==> config.mk <==
export PLATFORM = sky130hd
export DESIGN_NAME = i2c_eeprom_access_master
export DESIGN_NICKNAME = d
export VERILOG_FILES = /design/src/rtl/core/i2ceam_pkg.sv /design/src/rtl/core/i2c_eeprom_access_master.sv
export VERILOG_INCLUDE_DIRS = /design/src /design/src/rtl/core
export SDC_FILE = /design/constraint.sdc
export NUM_CORES = 1
export LEC_CHECK = 0
export ABC_CLOCK_PERIOD_IN_PS = 6500
export BUFFER_PORTS_ARGS = -buffer_cell sky130_fd_sc_hd__buf_2
export CAP_MARGIN = 20
export CORE_MARGIN = 3
export CORE_UTILIZATION = 30
export CTS_BUF_LIST = sky130_fd_sc_hd__clkbuf_4 sky130_fd_sc_hd__clkbuf_8
export DETAILED_ROUTE_END_ITERATION = 16
export HOLD_SLACK_MARGIN = 0.1
export PLACE_DENSITY = 0.46
export SYNTH_ARGS = -nofsm -noshare
export SYNTH_HDL_FRONTEND = slang
export SYNTH_SLANG_ARGS = --single-unit
export TNS_END_PERCENT = 100
==> constraint.sdc <==
create_clock -name i_clk -period 6.5 [get_ports i_clk]
set_input_delay 0.975 -clock i_clk [delete_from_list [all_inputs] [get_ports i_clk]]
set_output_delay 0.975 -clock i_clk [all_outputs]
set_load 0.02 [all_outputs]
==> src/rtl/core/i2c_eeprom_access_master_macros.svh <==
// ----------------------------------------------------------------------------
// I2C EEPROM access master: assertion macros
// Shared concurrent assertion forms used by the RTL of the block.
// ----------------------------------------------------------------------------
`ifndef I2C_EEPROM_ACCESS_MASTER_MACROS_SVH
`define I2C_EEPROM_ACCESS_MASTER_MACROS_SVH

// Same-cycle implication, checked outside reset.
`define I2CEAM_ASSERT_IMPLIES(label, clk, rst_n, cond, prop, msg) \
    label: assert property (@(posedge clk) disable iff (!rst_n) (cond) |-> (prop)) \
        else $error(msg);

// Next-cycle implication, checked outside reset.
`define I2CEAM_ASSERT_NEXT(label, clk, rst_n, cond, prop, msg) \
    label: assert property (@(posedge clk) disable iff (!rst_n) (cond) |=> (prop)) \
        else $error(msg);

`endif

==> src/rtl/core/i2ceam_pkg.sv <==
// ----------------------------------------------------------------------------
// I2C EEPROM access master package
// Phase type, request codes and configuration register indexes.
// ----------------------------------------------------------------------------
`timescale 1ns / 1ps
`default_nettype none

package i2ceam_pkg;

    // Bus phases of one transaction.
    typedef enum logic [2:0] {
        PH_IDLE  = 3'd0,
        PH_START = 3'd1,
        PH_SEND  = 3'd2,
        PH_ACK   = 3'd3,
        PH_READ  = 3'd4,
        PH_NACK  = 3'd5,
        PH_STOP  = 3'd6
    } t_phase;

    // Request codes carried by each input beat.
    localparam logic [1:0] OP_TICK  = 2'd0;
    localparam logic [1:0] OP_READ  = 2'd1;
    localparam logic [1:0] OP_WRITE = 2'd2;

    // Configuration register indexes.
    localparam logic [1:0] REG_DEV_ADDR     = 2'd0;
    localparam logic [1:0] REG_QUARTER_BIT  = 2'd1;
    localparam logic [1:0] REG_ACK_TIMEOUT  = 2'd2;

    // Reset values of the configuration registers.
    localparam logic [6:0]  DEV_ADDR_RESET    = 7'd15;
    localparam logic [15:0] QUARTER_BIT_RESET = 16'd8;
    localparam logic [7:0]  ACK_TIMEOUT_RESET = 8'd250;

    // Last quarter of a bit slot and bits per byte.
    localparam logic [1:0] LAST_QUARTER  = 2'd3;
    localparam logic [3:0] BITS_PER_BYTE = 4'd8;

endpackage

`default_nettype wire

==> src/rtl/core/i2c_eeprom_access_master.sv <==
// ----------------------------------------------------------------------------
// I2C EEPROM access master
// Tick-driven I2C master for a memory with a 16-bit address: one-byte random
// read and one-word write, with acknowledge timeout and abort.
// ----------------------------------------------------------------------------
//
//   Channel   Handshake                   Payload
//   --------  --------------------------  ------------------------------------
//   input     i_in_valid / o_in_ready     i_op, i_mem_address, i_write_word,
//                                         i_sda_in
//   result    o_out_valid / i_out_ready   o_scl, o_sda_out, o_sda_drive,
//                                         o_busy_res, o_done_res,
//                                         o_read_byte, o_ack_error
//   config    i_cfg_wr_en (no wait)       i_cfg_index, i_cfg_wdata
//
// Every input beat is one bus tick and yields exactly one result beat.
// A beat is taken every clock cycle unless the input side stalls; its result is
// registered in the output register, so the throughput is one beat/cycle.
// The input side stalls only while the output register is full and not taken.
// Reset is synchronous and active low; no clearing pass is needed after it.
// ----------------------------------------------------------------------------
`timescale 1ns / 1ps
`default_nettype none

`include "i2c_eeprom_access_master_macros.svh"

module i2c_eeprom_access_master (
    input  wire logic        i_clk,
    input  wire logic        i_rst_n,
    // Configuration write port
    input  wire logic        i_cfg_wr_en,
    input  wire logic [1:0]  i_cfg_index,
    input  wire logic [15:0] i_cfg_wdata,
    // Input beats (one bus tick each)
    input  wire logic        i_in_valid,
    output logic             o_in_ready,
    input  wire logic [1:0]  i_op,
    input  wire logic [15:0] i_mem_address,
    input  wire logic [15:0] i_write_word,
    input  wire logic        i_sda_in,
    // Result beats
    output logic             o_out_valid,
    input  wire logic        i_out_ready,
    output logic             o_scl,
    output logic             o_sda_out,
    output logic             o_sda_drive,
    output logic             o_busy_res,
    output logic             o_done_res,
    output logic [7:0]       o_read_byte,
    output logic             o_ack_error
);

    // Configuration registers.
    logic [6:0]  r_dev_addr;
    logic [15:0] r_quarter_bit;
    logic [7:0]  r_ack_timeout;

    // Transaction state.
    i2ceam_pkg::t_phase r_phase, n_phase, e_phase;
    logic [1:0]  r_quarter, n_quarter, e_quarter;
    logic [15:0] r_tick, n_tick, e_tick;
    logic [3:0]  r_bit_count, n_bit_count, e_bit_count;
    logic [2:0]  r_byte_step, n_byte_step, e_byte_step;
    logic [7:0]  r_shift, n_shift;
    logic [7:0]  r_received, n_received;
    logic [15:0] r_held_addr, n_held_addr, e_held_addr;
    logic [15:0] r_held_word, n_held_word, e_held_word;
    logic        r_is_read, n_is_read, e_is_read;
    logic [7:0]  r_ack_wait, n_ack_wait;
    logic        r_error, n_error, e_error;

    // Output register.
    logic        r_out_valid;
    logic        r_scl, r_sda_out, r_sda_drive, r_busy, r_done, r_ack_error;
    logic [7:0]  r_read_byte;

    // Per-beat combinational results.
    logic        accept;
    logic        start_req;
    logic        c_scl, c_sda_out, c_sda_drive, c_done;
    logic [15:0] quarter_len;
    logic [16:0] tick_inc;
    logic [3:0]  bit_inc;
    logic [7:0]  sampled;

    // Byte sent for a given step of the transaction.
    function automatic logic [7:0] byte_for_step(
        input logic [2:0]  step,
        input logic        is_read,
        input logic [6:0]  dev,
        input logic [15:0] addr,
        input logic [15:0] word
    );
        logic [7:0] b;
        case (step)
            3'd0:    b = {dev, 1'b0};
            3'd1:    b = addr[15:8];
            3'd2:    b = addr[7:0];
            3'd3:    b = is_read ? {dev, 1'b1} : word[7:0];
            default: b = word[15:8];
        endcase
        return b;
    endfunction

    // The output register frees up either when empty or when taken this cycle.
    assign o_in_ready = !r_out_valid || i_out_ready;
    assign accept     = i_in_valid && o_in_ready;

    // A zero quarter length behaves like one tick.
    assign quarter_len = (r_quarter_bit == 16'd0) ? 16'd1 : r_quarter_bit;

    // A read or write request only counts in idle; any other code is a plain tick.
    assign start_req = (r_phase == i2ceam_pkg::PH_IDLE) &&
                       ((i_op == i2ceam_pkg::OP_READ) || (i_op == i2ceam_pkg::OP_WRITE));

    // Effective state for this tick: a request loads the transaction and enters
    // the start slot before the line levels are worked out.
    always_comb begin
        e_phase     = r_phase;
        e_quarter   = r_quarter;
        e_tick      = r_tick;
        e_bit_count = r_bit_count;
        e_byte_step = r_byte_step;
        e_held_addr = r_held_addr;
        e_held_word = r_held_word;
        e_is_read   = r_is_read;
        e_error     = r_error;
        if (start_req) begin
            e_held_addr = i_mem_address;
            e_held_word = i_write_word;
            e_is_read   = (i_op == i2ceam_pkg::OP_READ);
            e_error     = 1'b0;
            e_byte_step = 3'd0;
            e_bit_count = 4'd0;
            e_phase     = i2ceam_pkg::PH_START;
            e_quarter   = 2'd0;
            e_tick      = 16'd0;
        end
    end

    // Line levels for this tick. SCL is high in the two middle quarters, in stop quarters 1-3 and in idle.
    always_comb begin
        logic high;
        high        = (e_quarter == 2'd1) || (e_quarter == 2'd2);
        c_scl       = 1'b1;
        c_sda_out   = 1'b1;
        c_sda_drive = 1'b1;
        case (e_phase)
            i2ceam_pkg::PH_START: begin
                c_scl     = high;
                c_sda_out = (e_quarter < 2'd2);
            end
            i2ceam_pkg::PH_SEND: begin
                c_scl     = high;
                c_sda_out = r_shift[7];
            end
            i2ceam_pkg::PH_ACK, i2ceam_pkg::PH_READ: begin
                c_scl       = high;
                c_sda_drive = 1'b0;
            end
            i2ceam_pkg::PH_NACK: begin
                c_scl = high;
            end
            i2ceam_pkg::PH_STOP: begin
                c_scl     = (e_quarter != 2'd0);
                c_sda_out = (e_quarter >= 2'd2);
            end
            default: begin
            end
        endcase
    end

    // Next state: quarter timing, acknowledge wait, and the slot sequencer
    // that runs when the last quarter of a slot ends.
    always_comb begin
        n_phase     = e_phase;
        n_quarter   = e_quarter;
        n_tick      = e_tick;
        n_bit_count = e_bit_count;
        n_byte_step = e_byte_step;
        n_shift     = r_shift;
        n_received  = r_received;
        n_held_addr = e_held_addr;
        n_held_word = e_held_word;
        n_is_read   = e_is_read;
        n_ack_wait  = r_ack_wait;
        n_error     = e_error;
        c_done      = 1'b0;
        sampled     = r_shift;
        tick_inc    = {1'b0, e_tick} + 17'd1;
        bit_inc     = e_bit_count + 4'd1;

        if ((e_phase == i2ceam_pkg::PH_ACK) && (e_quarter == 2'd1)) begin
            // SCL stays high and SDA is sampled every tick until the device pulls it low or the wait times out.
            if (!i_sda_in) begin
                n_quarter = 2'd2;
                n_tick    = 16'd0;
            end else if (r_ack_wait >= r_ack_timeout) begin
                n_error   = 1'b1;
                n_phase   = i2ceam_pkg::PH_STOP;
                n_quarter = 2'd0;
                n_tick    = 16'd0;
            end else begin
                n_ack_wait = r_ack_wait + 8'd1;
            end
        end else if (e_phase != i2ceam_pkg::PH_IDLE) begin
            // Read data is taken on the first tick of the third quarter.
            if ((e_phase == i2ceam_pkg::PH_READ) && (e_quarter == 2'd2) &&
                (e_tick == 16'd0)) begin
                sampled = {r_shift[6:0], i_sda_in};
            end
            n_shift = sampled;
            n_tick  = tick_inc[15:0];
            if (tick_inc >= {1'b0, quarter_len}) begin
                n_tick = 16'd0;
                if (e_quarter != i2ceam_pkg::LAST_QUARTER) begin
                    n_quarter = e_quarter + 2'd1;
                end else begin
                    n_quarter = 2'd0;
                    case (e_phase)
                        i2ceam_pkg::PH_START: begin
                            n_shift     = byte_for_step(e_byte_step, e_is_read, r_dev_addr,
                                                        e_held_addr, e_held_word);
                            n_bit_count = 4'd0;
                            n_phase     = i2ceam_pkg::PH_SEND;
                        end
                        i2ceam_pkg::PH_SEND: begin
                            n_shift     = {sampled[6:0], 1'b0};
                            n_bit_count = bit_inc;
                            if (bit_inc >= i2ceam_pkg::BITS_PER_BYTE) begin
                                n_ack_wait = 8'd0;
                                n_phase    = i2ceam_pkg::PH_ACK;
                            end
                        end
                        i2ceam_pkg::PH_ACK: begin
                            if (e_is_read && (e_byte_step == 3'd2)) begin
                                // Address sent: repeated start, then the read address.
                                n_byte_step = 3'd3;
                                n_phase     = i2ceam_pkg::PH_START;
                            end else if (e_is_read && (e_byte_step >= 3'd3)) begin
                                n_shift     = 8'd0;
                                n_bit_count = 4'd0;
                                n_phase     = i2ceam_pkg::PH_READ;
                            end else if (!e_is_read && (e_byte_step >= 3'd4)) begin
                                n_phase = i2ceam_pkg::PH_STOP;
                            end else begin
                                n_byte_step = e_byte_step + 3'd1;
                                n_shift     = byte_for_step(e_byte_step + 3'd1, e_is_read,
                                                            r_dev_addr, e_held_addr,
                                                            e_held_word);
                                n_bit_count = 4'd0;
                                n_phase     = i2ceam_pkg::PH_SEND;
                            end
                        end
                        i2ceam_pkg::PH_READ: begin
                            n_bit_count = bit_inc;
                            if (bit_inc >= i2ceam_pkg::BITS_PER_BYTE) begin
                                n_received = sampled;
                                n_phase    = i2ceam_pkg::PH_NACK;
                            end
                        end
                        i2ceam_pkg::PH_NACK: begin
                            n_phase = i2ceam_pkg::PH_STOP;
                        end
                        default: begin
                            // End of the stop slot closes the transaction.
                            n_phase = i2ceam_pkg::PH_IDLE;
                            c_done  = 1'b1;
                        end
                    endcase
                end
            end
        end
    end

    // Configuration registers; index three is unused and ignored.
    always_ff @(posedge i_clk) begin
        if (!i_rst_n) begin
            r_dev_addr    <= i2ceam_pkg::DEV_ADDR_RESET;
            r_quarter_bit <= i2ceam_pkg::QUARTER_BIT_RESET;
            r_ack_timeout <= i2ceam_pkg::ACK_TIMEOUT_RESET;
        end else if (i_cfg_wr_en) begin
            case (i_cfg_index)
                i2ceam_pkg::REG_DEV_ADDR:    r_dev_addr    <= i_cfg_wdata[6:0];
                i2ceam_pkg::REG_QUARTER_BIT: r_quarter_bit <= i_cfg_wdata;
                i2ceam_pkg::REG_ACK_TIMEOUT: r_ack_timeout <= i_cfg_wdata[7:0];
                default: begin
                end
            endcase
        end
    end

    // Transaction state advances once per accepted beat.
    always_ff @(posedge i_clk) begin
        if (!i_rst_n) begin
            r_phase     <= i2ceam_pkg::PH_IDLE;
            r_quarter   <= 2'd0;
            r_tick      <= 16'd0;
            r_bit_count <= 4'd0;
            r_byte_step <= 3'd0;
            r_shift     <= 8'd0;
            r_received  <= 8'd0;
            r_held_addr <= 16'd0;
            r_held_word <= 16'd0;
            r_is_read   <= 1'b0;
            r_ack_wait  <= 8'd0;
            r_error     <= 1'b0;
        end else if (accept) begin
            r_phase     <= n_phase;
            r_quarter   <= n_quarter;
            r_tick      <= n_tick;
            r_bit_count <= n_bit_count;
            r_byte_step <= n_byte_step;
            r_shift     <= n_shift;
            r_received  <= n_received;
            r_held_addr <= n_held_addr;
            r_held_word <= n_held_word;
            r_is_read   <= n_is_read;
            r_ack_wait  <= n_ack_wait;
            r_error     <= n_error;
        end
    end

    // Result register: valid bit under reset, payload loads on accept.
    always_ff @(posedge i_clk) begin
        if (!i_rst_n) begin
            r_out_valid <= 1'b0;
        end else if (accept) begin
            r_out_valid <= 1'b1;
        end else if (i_out_ready) begin
            r_out_valid <= 1'b0;
        end
    end

    always_ff @(posedge i_clk) begin
        if (accept) begin
            r_scl       <= c_scl;
            r_sda_out   <= c_sda_out;
            r_sda_drive <= c_sda_drive;
            r_busy      <= (e_phase != i2ceam_pkg::PH_IDLE);
            r_done      <= c_done;
            r_read_byte <= n_received;
            r_ack_error <= n_error;
        end
    end

    assign o_out_valid = r_out_valid;
    assign o_scl       = r_scl;
    assign o_sda_out   = r_sda_out;
    assign o_sda_drive = r_sda_drive;
    assign o_busy_res  = r_busy;
    assign o_done_res  = r_done;
    assign o_read_byte = r_read_byte;
    assign o_ack_error = r_ack_error;

    // A finishing beat always belongs to a transaction.
    `I2CEAM_ASSERT_IMPLIES(a_done_in_busy, i_clk, i_rst_n, o_out_valid && o_done_res, o_busy_res, "done beat outside a transaction")
    // A released SDA line always reports a high output level.
    `I2CEAM_ASSERT_IMPLIES(a_released_high, i_clk, i_rst_n, o_out_valid && !o_sda_drive, o_sda_out, "sda_out low while released")
    // Idle keeps the slot timing cleared.
    `I2CEAM_ASSERT_IMPLIES(a_idle_timing, i_clk, i_rst_n, r_phase == i2ceam_pkg::PH_IDLE, (r_quarter == 2'd0) && (r_tick == 16'd0), "idle with running slot timer")
    // An accepted beat always shows up in the result register next cycle.
    `I2CEAM_ASSERT_NEXT(a_beat_lands, i_clk, i_rst_n, accept, o_out_valid && (r_bit_count <= i2ceam_pkg::BITS_PER_BYTE), "accepted beat lost or bit count overrun")

endmodule

`default_nettype wire

# --- Yosys cells after proc, flatten, opt, wreduce, memory -nomap -nowiden ---
# Cells that the tools add are included.
classes:
  magnitude_cmp: 7
  addsub: 5
  bitwise: 3
  mux: 82
  n_eq_ne: 22
  reduce_logical: 35
op_table:
  columns: ["operator", "count"]
  rows:
  - ["8-bit two-way mux", 21]
  - ["16-bit two-way mux", 9]
  - ["8-bit case mux with 4 select lines", 2]
  - ["3-bit two-way mux", 21]
  - ["16-bit zero test", 2]
  - ["4-bit two-way mux", 8]
  - ["8-bit case mux with 3 select lines", 1]
  - ["3-bit by 2-bit == test with 1-bit output, second input constant", 6]
  - ["16-bit by 1-bit adder with 17-bit output, second input constant", 1]
  - ["17-bit by 16-bit >= comparator with 1-bit output", 1]
  - ["3-bit case mux with 5 select lines", 1]
  - ["2-bit two-way mux", 7]
  - ["4-bit case mux with 3 select lines", 1]
  - ["2-bit nonzero test", 6]
  - ["3-bit by 1-bit == test with 1-bit output, second input constant", 3]
  - ["3-bit == test, second input constant", 3]
  - ["3-bit zero test", 3]
  - ["1-bit two-way mux", 9]
  - ["8-bit by 1-bit adder with 8-bit output, second input constant", 1]
  - ["8-bit >= comparator", 1]
  - ["1-bit logical AND", 8]
  - ["2-bit inequality test, second input constant", 4]
  - ["8-bit AND reduction", 1]
  - ["2-bit by 1-bit == test with 1-bit output, second input constant", 3]
  - ["21 further kinds", 31]
totals:
  ff_bits: 132
  inputBits: 58

# --- Longest topological paths before layout ---
depth:
  word_depth: 14
  ltp_mapped: 24
  depth_no_buf: 19

# --- Worst setup path after synthesis ---
# Ideal clock, no wire load.
synth_timing:
  kind: "input to register"
  startpoint: "input port i_op[1]"
  endpoint: "register r_ack_wait[5]"
  path_slack_ns: 0.876
  stages: 22
  path_buffers: 4
  t_arrival_ns: 5.500
  cell_sequence: "inv_1 > ha_1 > or4_1 > clkbuf_1 > clkbuf_1 > clkbuf_1 > nand2_1 > inv_1 > ha_1 > clkbuf_1 > nand3_1 > nor4_4 > nand3_1 > xor2_1 > nor2_1 > ha_1 > nand2_1 > or3_1 > o221a_2 > o21a_1 > nor4b_1 > mux2_1"
synth_via:
  elab_chain_len: 8
  elab_cells_between_ends: 27
synth_rtl:
  columns: ["item", "line_no", "text"]
  rows:
  - ["start, declared", "i2c_eeprom_access_master.sv:37", "input wire logic [1:0] i_op,"]
  - ["2-bit by 1-bit == test with 1-bit output or 2-bit == test (tied branches)", "i2c_eeprom_access_master.sv:114", "((i_op == i2ceam_pkg::OP_READ) || (i_op == i2ceam_pkg::OP_WRITE));"]
  - ["1-bit logical OR (*)", "i2c_eeprom_access_master.sv:114", null]
  - ["1-bit logical AND (*)", "i2c_eeprom_access_master.sv:113", "assign start_req = (r_phase == i2ceam_pkg::PH_IDLE) &&"]
  - ["16-bit two-way mux (tied with other cells)", "i2c_eeprom_access_master.sv:128", "if (start_req) begin"]
  - ["16-bit by 1-bit adder with 17-bit output (tied with other cells)", "i2c_eeprom_access_master.sv:190", "tick_inc = {1'b0, e_tick} + 17'd1;"]
  - ["17-bit by 16-bit >= comparator with 1-bit output (tied with other cells)", "i2c_eeprom_access_master.sv:214", "if (tick_inc >= {1'b0, quarter_len}) begin"]
  - ["2-bit nonzero test (no source line) or 2-bit inequality test (tied branches)", null, null]
  - ["8-bit AND reduction (no source line)", null, null]
  - ["end signal, assigned", "i2c_eeprom_access_master.sv:319", "r_ack_wait <= n_ack_wait;"]
  - ["end, declared", "i2c_eeprom_access_master.sv:69", "logic [7:0] r_ack_wait, n_ack_wait;"]
# Mark *: on every way between the ends. The rest lies on a longest branch, timed or not.
# A chain may end at the register's enable or synchronous reset.

# --- Worst setup path after layout ---
layout_timing:
  startpoint: "input port i_op[1]"
  endpoint: "register r_tick[3]"
layout_via:
  elab_chain_len: 9
  elab_cells_between_ends: 18
layout_rtl:
  columns: ["item", "line_no", "text"]
  rows:
  - ["2-bit by 1-bit == test with 1-bit output or 2-bit == test (tied branches)", "i2c_eeprom_access_master.sv:114", null]
  - ["1-bit logical OR (*)", "i2c_eeprom_access_master.sv:114", null]
  - ["1-bit logical AND (*)", "i2c_eeprom_access_master.sv:113", null]
  - ["16-bit two-way mux", "i2c_eeprom_access_master.sv:128", null]
  - ["16-bit by 1-bit adder with 17-bit output", "i2c_eeprom_access_master.sv:190", null]
  - ["17-bit by 16-bit >= comparator with 1-bit output", "i2c_eeprom_access_master.sv:214", null]
  - ["16-bit two-way mux", "i2c_eeprom_access_master.sv:214", null]
  - ["16-bit two-way mux", "i2c_eeprom_access_master.sv:206", "end else if (e_phase != i2ceam_pkg::PH_IDLE) begin"]
  - ["16-bit two-way mux (*)", "i2c_eeprom_access_master.sv:193", "if ((e_phase == i2ceam_pkg::PH_ACK) && (e_quarter == 2'd1)) begin"]
  - ["end signal, assigned", "i2c_eeprom_access_master.sv:311", "r_tick <= n_tick;"]
  - ["end, declared", "i2c_eeprom_access_master.sv:61", "logic [15:0] r_tick, n_tick, e_tick;"]
# Marked as above.

==> metrics.cfg <==
[route]
vias = 7266
dr.pass1.iters = 5
wl_per_cell_um = 17.51
drc = 0
drt-initial-drc-count = 555
postRouteWirelength_mm = 23.93
avgViaCountPerCell = 5.315
ant_nets = 0

[layout]
diodes = 0
nets = 1122
syn_to_final_growth_pct = 13.71
fin_util_pct = 35.10
layout-drive-gt1-share_pct = 15.62
design_area_sq_um = 8915

[die]
die_area_sq_um = 28110
initial_utilization_pct = 30.87
io_pins = 74
coreArea_sq_um = 25400
die_width_um = 167.7
placement_rows = 58
die-height_um = 167.7

[pwr]
ir_drop_uv = 98.77
p_per_area_nw_per_um2 = 222.3
p_leak_nw = 3.436

[yosys]
ys.flop_type = dfxtp_1
synth_edf_count = 14
syn_inst = 984
ys_types = 75
yosysSeqAreaShare_pct = 35.49
synth.ff_latch_count = 132
ys_warn_count = 0
avgSynthCellArea_sq_um = 7.967
synth_nets = 1082
synthArstFlopShare_pct = 0
netlist_area_sq_um = 7840

[placement]
post-dp-hpwl_mm = 17.22
postPlaceCellArea_sq_um = 8462
pre_cts_ws_ps = 959.0
gp_congestion = 0.8005
portBuffers = 73

[clocking]
clock_latency_ps = 450
postCtsHoldBufs = 0
cts_buffers = 17
clock_sinks = 132
post_cts_resized = 0
cts_buffer_depth = 2
cts_setup_buffers = 0
clockRootBuffer = clkbuf_8
htree_levels = 4
path_clk_slew_ps = 90
cts_tree = done

[run_status]
status = finished, final reports clean

[global_routing]
grt_pass1_vias = 6756
overflow = 0
grtUsageTotal_pct = 16.97
grt_pass1_wl_mm = 38.43
grt_max_degree = 56
antenna_found_initial = 0

[worst_setup_path]
crit_top_cell = ha_1
end_kind = register
critPathBufInv = 3
crit_type = in -> reg
worst-endpoint-required_ps = 6870
path_cells = buf_2 > inv_1 > ha_1 > or4_1 > nand2_1 > inv_1 > ha_1 > nand3_1 > nor4_4 > nand3_1 > xor2_1 > nor2_1 > ha_1 > a21oi_1 > nand2_1 > a211oi_1 > o221ai_2 > nor2_2 > a311oi_1 > nor3_1
critPathArrivalTime_ps = 5440
cp_top_family = simple AND/OR/NAND/NOR gates
cp_slowest_cell = nor2_2
crit_path_max_fanout = 17
slowest_delay_ps = 650
cp-start-kind = primary input

[sta]
final_max_slew_viol_count = 0
timing.fmax_mhz = 197.3
setup-tns-final_ps = 0
fin_crit_sh_pct = 77.98
setup_viol = 0
rsz0062_at_grt = no
fin_crit_ps = 5069
fin_ws_ps = 1431
fin_skew_ps = 13.52
final_hold_viol_count = 0
slew_headroom_pct = 29.77
tightestPinTransition_ps = 1052

[job]
drv_cap = 0

[hold_path]
hold_path_class = reg -> reg

[report_power, final]
part | internal [mW] | total, mW | switching, mW
registers | 0.851 | 0.870 | 0.0190
clock network | 0.450 | 0.802 | 0.352
logic | 0.111 | 0.310 | 0.199
[cell families after synthesis]
family	synth area share, %
buffers and inverters	5.634
AND/OR/NAND/NOR	24.34
XOR/XNOR	1.341
multiplexers	5.873
AO/OA/AOI/OAI	20.94
flip-flops	35.49
adder cells (fa/ha/maj)	6.384
[Yosys cell counts, drive strengths merged (14+ instances only)]
library cell / instances / area (sq um)
nand2: 178 / 668.1
dfxtp: 118 / 2362
a21oi: 87 / 435.4
nor2: 85 / 321.6
clkbuf: 46 / 172.7
inv: 46 / 172.7
ha: 40 / 500.5
nor3: 32 / 170.2
nand3: 30 / 150.1
mux2: 24 / 270.3
o21ai: 24 / 120.1
buf: 19 / 96.34
mux2i: 19 / 190.2
a211oi: 16 / 120.1
o211ai: 16 / 120.1
a22oi: 15 / 112.6
a221o: 14 / 140.1
a221oi: 14 / 141.4
edfxtp: 14 / 420.4
[cell usage in the layout (no fill, tap or decap), types with 14 or more instances in the layout]
cell type    n
nand2_1    178
dfxtp_1    118
a21oi_1     87
nor2_1      84
buf_2       73
inv_1       43
ha_1        40
nand3_1     30
nor3_1      30
mux2_2      22
mux2i_1     19
clkbuf_8    19
o21ai_0     17
a211oi_1    16
o211ai_1    16
a22oi_1     15
a221o_1     14
edfxtp_1    14
[tightest hold or removal path: cells and delay by family (launching register included)]
family | cells | cell delay [ps]
flops | 1 | 320
compound gates | 1 | 50
simple gates | 1 | 50
[through the flow]
stage / std cells / total power, mW / hold WS, ps
after floorplan: 984 / 1.089 / 433.8
after global placement: 1334 / 1.197 / 439.4
after detailed placement: 1335 / 1.199 / 447.0
after CTS: 1367 / 2.007 / 459.9
after global routing: 1367 / 2.071 / 471.3
final: 1367 / 1.981 / 458.7
[per-layer routing]
layer | share of wire [%] | GRT usage [%] | vias to the layer above
met3 | 4.6 | 2.384 | 21
met1 | 52 | 26.36 | 3436
li1 | - | - | 3635
met5 | 0 | 0 | -
met2 | 42 | 24.45 | 174
met4 | 1.1 | 4.340 | 0
[registers in the layout, summed over array words and instances, names as in the netlist, 2 cells and up]
signal and cells:
r_byte_step 3, r_phase 3, r_dev_addr 7, r_held_word 16
r_quarter 2, r_ack_timeout 8, r_quarter_bit 16, r_received 8
o_read_byte 8, r_bit_count 4, r_tick 16, r_ack_wait 8
r_shift 8, r_held_addr 16
[layout make-up]
type	instances	area [sq um]
Multi-Input combinational cell	741	4623
Sequential cell	132	2783
Tap cell	330	412.9
Fill cell	2759	16480
Clock buffer	21	276.5
Inverter	46	172.7
Timing Repair Buffer	86	470.5
Clock inverter	11	176.4
[final timing paths]
path / startpoint / to / slack, ps / cells past startpoint
min reg2reg: r_held_addr[0]$_SDFFE_PN0P_ / r_held_addr[0]$_SDFFE_PN0P_ / 460 / 2
min: r_held_addr[0]$_SDFFE_PN0P_ / r_held_addr[0]$_SDFFE_PN0P_ / 460 / 2
max reg2reg: r_phase[0]$_SDFFE_PN0P_ / r_tick[3]$_SDFFE_PN0P_ / 1690 / 17
max: i_op[1] / r_tick[3]$_SDFFE_PN0P_ / 1430 / 20
No activity file was read; power rests on OpenSTA's default activity.
